===== src/hdl/dvtm_pkg.sv =====
package dvtm_pkg;

   localparam int SLOT_FIELD_W = 7;
   localparam int CSR_INDEX_W  = 4;

   localparam logic [CSR_INDEX_W-1:0] CSR_OWN_ADDRESS = 4'd0;
   localparam logic [CSR_INDEX_W-1:0] CSR_OWN_LENGTH  = 4'd1;

   localparam logic [5:0] OWN_LENGTH_RESET = 6'd32;
   localparam logic [7:0] DISTANCE_MAX     = 8'hFF;

   typedef enum logic [1:0] {
      OUTCOME_IMPROVED  = 2'd0,
      OUTCOME_UNCHANGED = 2'd1,
      OUTCOME_INSERTED  = 2'd2,
      OUTCOME_FULL      = 2'd3
   } outcome_type;

   typedef struct packed {
      logic [31:0] route_address;
      logic [5:0]  route_length;
      logic [7:0]  advertised_distance;
   } req_type;

   typedef struct packed {
      outcome_type             outcome;
      logic [SLOT_FIELD_W-1:0] entry_slot;
      logic [7:0]              route_distance;
      logic [7:0]              route_count;
   } rsp_type;

   // Search request walking down the cell chain.
   typedef struct packed {
      logic [31:0]             address;
      logic [5:0]              length;
      logic [7:0]              cand_distance;
      logic                    found;
      logic                    inserted;
      logic                    improved;
      logic [SLOT_FIELD_W-1:0] slot;
      logic [7:0]              distance;
   } token_type;

endpackage


===== src/hdl/dvtm_cell.sv =====
module dvtm_cell #(
   parameter int SLOT    = 1,
   parameter int COUNT_W = 8
) (
   input  logic                 clock,
   input  logic                 reset,
   input  logic [COUNT_W-1:0]   entry_count,
   input  logic                 tok_vld_i,
   input  dvtm_pkg::token_type  tok_i,
   output logic                 tok_vld_o,
   output dvtm_pkg::token_type  tok_o
);

   logic [31:0]         entry_addr_ff;
   logic [5:0]          entry_len_ff;
   logic [7:0]          entry_dist_ff;
   logic                tok_vld_ff;
   dvtm_pkg::token_type tok_ff;
   dvtm_pkg::token_type tok_in;

   logic live;
   logic held;
   logic hit;
   logic ins;
   logic better;

   always_comb begin
      live   = tok_vld_i && !tok_i.found && !tok_i.inserted;
      held   = COUNT_W'(SLOT) < entry_count;
      hit    = live && held && (entry_addr_ff == tok_i.address)
               && (entry_len_ff == tok_i.length);
      // first free slot: every valid slot below has already missed
      ins    = live && (COUNT_W'(SLOT) == entry_count);
      better = tok_i.cand_distance < entry_dist_ff;

      tok_in = tok_i;
      if (hit) begin
         tok_in.found = 1'b1;
         tok_in.slot  = dvtm_pkg::SLOT_FIELD_W'(SLOT);
         if (better) begin
            tok_in.improved = 1'b1;
            tok_in.distance = tok_i.cand_distance;
         end else begin
            tok_in.distance = entry_dist_ff;
         end
      end else if (ins) begin
         tok_in.inserted = 1'b1;
         tok_in.slot     = dvtm_pkg::SLOT_FIELD_W'(SLOT);
         tok_in.distance = tok_i.cand_distance;
      end
   end

   always_ff @(posedge clock) begin
      if (reset) begin
         tok_vld_ff <= 1'b0;
      end else begin
         tok_vld_ff <= tok_vld_i;
      end
      tok_ff <= tok_in;
      if (ins) begin
         entry_addr_ff <= tok_i.address;
         entry_len_ff  <= tok_i.length;
         entry_dist_ff <= tok_i.cand_distance;
      end else if (hit && better) begin
         entry_dist_ff <= tok_i.cand_distance;
      end
   end

   assign tok_vld_o = tok_vld_ff;
   assign tok_o     = tok_ff;

endmodule


===== config.mk =====
export PLATFORM = sky130hd
export DESIGN_NAME = dvtm_cell
export DESIGN_NICKNAME = d
export VERILOG_FILES = /design/src/hdl/dvtm_pkg.sv /design/src/hdl/dvtm_cell.sv
export SDC_FILE = /design/constraint.sdc
export NUM_CORES = 1
export LEC_CHECK = 0
export ABC_AREA = 1
export ABC_CLOCK_PERIOD_IN_PS = 2500
export BUFFER_PORTS_ARGS = -buffer_cell sky130_fd_sc_hd__buf_2
export CORE_AREA = 8 8 78 132
export CTS_CLUSTER_DIAMETER = 120
export DETAILED_ROUTE_END_ITERATION = 12
export DIE_AREA = 0 0 86 140
export MAX_ROUTING_LAYER = met4
export PLACE_DENSITY = 0.78
export SLEW_MARGIN = 15
export SYNTH_ARGS = -nofsm -noshare
export SYNTH_HDL_FRONTEND = slang
export SYNTH_SLANG_ARGS = --single-unit

===== constraint.sdc =====
create_clock -name clock -period 2.5 [get_ports clock]
set_input_delay 0.25 -clock clock [delete_from_list [all_inputs] [get_ports clock]]
set_output_delay 0.25 -clock clock [all_outputs]
set_load 0.01 [all_outputs]

### Word level (Yosys, flattened, before mapping)

Cells that the tools add are included.

* reduce and logical (&&, ||, !) cells: 11
* equality and inequality tests: 3
* magnitude comparators: 2
* mux-type cells: 9

Operator list (number)
* 8-bit 2-to-1 mux: 5
* 32-bit equality test: 1
* 1-bit by 8-bit equality test with 1-bit output (first input constant): 1
* 1-bit by 8-bit less-than comparator with 1-bit output (first input constant): 1
* 8-bit less-than comparator: 1
* 1-bit logical AND: 7
* 6-bit equality test: 1
* 1-bit 2-to-1 mux: 4
* 1-bit zero test: 2
* 2-bit nonzero test: 1
* 2-bit OR reduction: 1

* register bits: 111

### Longest topological paths before layout

* depth in word-level cells: 9
* gate-level depth with buffers: 12

### Worst setup path after synthesis

No wires, ideal clock.

* kind: input to register
* from: input tok_vld_i
* to: register tok_ff (netlist bit tok_o[16])
* path buffers: 0
* data arrival time: 1.932 ns
* setup time: 0.131 ns
* setup slack: 0.437 ns
* stages: 5
* data required time: 2.369 ns
* path through: inv_1 -> nor3_4 -> nand3_1 -> clkinv_1 -> or2_2

RTL lines
* start: declaration: line dvtm_cell.sv:8 `input logic tok_vld_i,`
* end signal: assignment: line dvtm_cell.sv:59 `tok_ff <= tok_in;`
* end: declaration: line dvtm_cell.sv:18 `dvtm_pkg::token_type tok_ff;`

### Final worst setup path

* from: register entry_dist_ff[5]
* to: register entry_dist_ff[5], enable pin

* word-level cells in the longest chain between the ends: 3

Ends and longest elaborated chain
* start: declaration: line dvtm_cell.sv:16 `logic [7:0] entry_dist_ff;`
* start signal: assignment: line dvtm_cell.sv:63 `entry_dist_ff <= tok_i.cand_distance;`
* start signal: assignment: line dvtm_cell.sv:65 `entry_dist_ff <= tok_i.cand_distance;`
* 8-bit less-than comparator: line dvtm_cell.sv:34 `better = tok_i.cand_distance < entry_dist_ff;`
* 1-bit logical AND: line dvtm_cell.sv:64 `end else if (hit && better) begin`
* 2-bit nonzero test (no source line)

No other way between the ends.
A chain may end at the register's enable or synchronous reset.

==> flow_summary.yaml <==
run_status:
  status: "finished clean"
critical_path:
  crit_slowest_cell: "edfxtp_1"
  cp.arrival_ns: 2.12
  crit_required_ns: 2.52
  max_stage_delay_ns: 0.39
  setup.worst_path.end_class: "register"
  crit_buf_inv: 2
  crit_type: "register to register"
  cp-start-kind: "register"
  critical_path.top_delay_family: "simple AND/OR/NAND/NOR gates"
  cp_cell_sequence: "inv_1 > ha_1 > a21oi_1 > o21a_1 > nand2_1 > inv_1 > nand3_1 > nand2_1"
  cp_max_fo: 9
yosys:
  avgSynthCellArea_sq_um: 9.67
  synthFlopType: "dfxtp_1"
  synth_nets: 512
  seq_area_frac_synth: 0.645
  netlist_instances: 430
  ys_ff_latch: 111
  yosys.area_share.xor_xnor: 0.0463
  async_reset_ff_frac: 0
  synth_mux_area_frac: 0
  ys_types: 26
  syn_area_sq_um: 4160
  yosys.area_share.adder: 0.0211
  ys_warn_count: 0
  synth-simple-area-share: 0.214
  synth_top_family_by_area: "simple AND/OR/NAND/NOR gates"
  synth_compound_area_frac: 0.0163
  synth_edf_count: 46
floorplan:
  io_pins: 140
  start_util: 0.489
  die_x_microns: 86
  core_sq_um: 8500
  die_h_microns: 140
  die-area_sq_um: 12000
  placementRows: 45
cts:
  postCtsSetupBuffers: 0
  clkTransAtPathRegs_ns: 0.07
  cts_hold_buf: 0
  clockRootBuffer: "clkbuf_16"
  clock-sinks: 111
  cts.path.max_buffers: 2
  cts_tree: "done"
  cts_resized: 0
  ctsHtreeMaxLevel: 3
  clkLatencyLatePin_ns: 0.35
  cts_buffers: 9
job:
  drv_cap: 0
pwr:
  power_density_nw_per_um2: 677
  p_leak_nw: 2.63
  ir_drop_mv: 0.443
timing:
  fin_worst_skew_ns: 0.00914
  worst_pin_slew_ns: 0.341
  fmax_mhz: 475
  hold_violations: 0
  layout_setup_ws_ns: 0.393
  fin_crit_ns: 2.11
  rsz0062_at_grt: "false"
  setup_tns_ns: 0
  hold-worst-slack_ns: 0.0397
  post-route-period-util: 0.843
  setup_viol: 0
  slew_viol_final: 0
  maxSlewHeadroom: 0.772
drt:
  via_per_inst: 4.52
  ant_nets: 0
  wl_per_cell_microns: 14.2
  drtIter0Drc: 157
  wirelength_microns: 10100
  drc: 0
  first_pass_iters: 4
  vias: 3190
global_route:
  gr-total-overflow: 0
  grt_use_total: 0.176
  grt_pass1_wl_microns: 16000
  grt_max_degree: 39
  grt_pass1_vias: 3445
  antenna_found_initial: 0
place:
  place_ws_ns: 0.379
  gp_congestion: 0.819
  hpwl_microns: 8080
  io_buffers: 139
finish:
  drive_above_1_share: 0.285
  mostFrequentLayoutCells: "buf_2 (139), nand2_1 (127), dfxtp_1 (65)"
  layout_commonest_cell: "buf_2"
  nets: 666
  syn_to_final_growth_pct: 28.0
  antennaDiodeCount: 0
worst_hold_path:
  hold_class: "input pin to register"
-- power by group --
group / switching, W / total [W] / leakage [nW] / internal [W]
combinational: 0.000168 / 0.000296 / 1.53 / 0.000128
clock: 0.000667 / 0.00136 / 0.142 / 0.000690
sequential: 0.0000121 / 0.00195 / 0.962 / 0.00194
-- cells by family after synthesis --
family	after synthesis
AND/OR/NAND/NOR	216
flip-flops	111
buffers and inverters	61
XOR/XNOR	22
AO/OA/AOI/OAI	13
adder cells (fa/ha/maj)	7
-- layout make-up --
type / count / area, sq um
inverter: 58 / 218
sequential: 111 / 2680
clock buffer: 9 / 225
fill: 713 / 3180
tap: 117 / 146
clock inverter: 7 / 53.8
multi-input combinational: 258 / 1240
timing repair buffer: 146 / 761
-- synth_stat cells, types with 2 or more instances --
library cell | number | area [sq um]
xnor2_1 | 20 | 175
edfxtp_1 | 46 | 1380
ha_1 | 7 | 87.6
nand3_1 | 15 | 75.1
nor2_1 | 59 | 221
nand3b_1 | 2 | 15.0
dfxtp_1 | 65 | 1300
and2_1 | 4 | 25.0
inv_1 | 57 | 214
nor2_2 | 2 | 12.5
nand2_1 | 127 | 477
a21oi_1 | 11 | 55.1
xor2_1 | 2 | 17.5
-- registers in the layout, summed over array words and instances (netlist names) --
name,flops
tok_o,64
entry_addr_ff,32
tok_vld_o,1
entry_len_ff,6
entry_dist_ff,8
-- metrics by stage --
step,power [W],area [sq um],cells,utilization
floorplan,0.00212,4160,430,-
global placement,0.00228,5040,690,0.593
detailed placement,0.00229,5040,690,0.593
CTS,0.00363,5320,706,0.626
global route,0.00373,5320,706,0.626
finish,0.00360,5320,706,0.626
-- layer usage --
layer / up-vias / track usage / part of all wire
met3: 10 / 0.0410 / 0.050
met2: 87 / 0.332 / 0.56
met1: 1451 / 0.162 / 0.37
li1: 1642 / - / -
met4: 0 / 0.0669 / 0.013
met5: - / - / 0
-- path summary, 6_finish.rpt --
path | from | to | slack [ns] | cells past startpoint
setup / recovery | entry_dist_ff[5]$_DFFE_PP_ | entry_dist_ff[5]$_DFFE_PP_ | 0.39 | 8
hold / removal | tok_i[59] | tok_o[59]$_DFF_P_ | 0.04 | 1
setup reg to reg | entry_dist_ff[5]$_DFFE_PP_ | entry_dist_ff[5]$_DFFE_PP_ | 0.39 | 8
hold reg to reg | entry_dist_ff[3]$_DFFE_PP_ | tok_o[3]$_DFF_P_ | 0.62 | 4
Power figures use the tool's default switching activity.
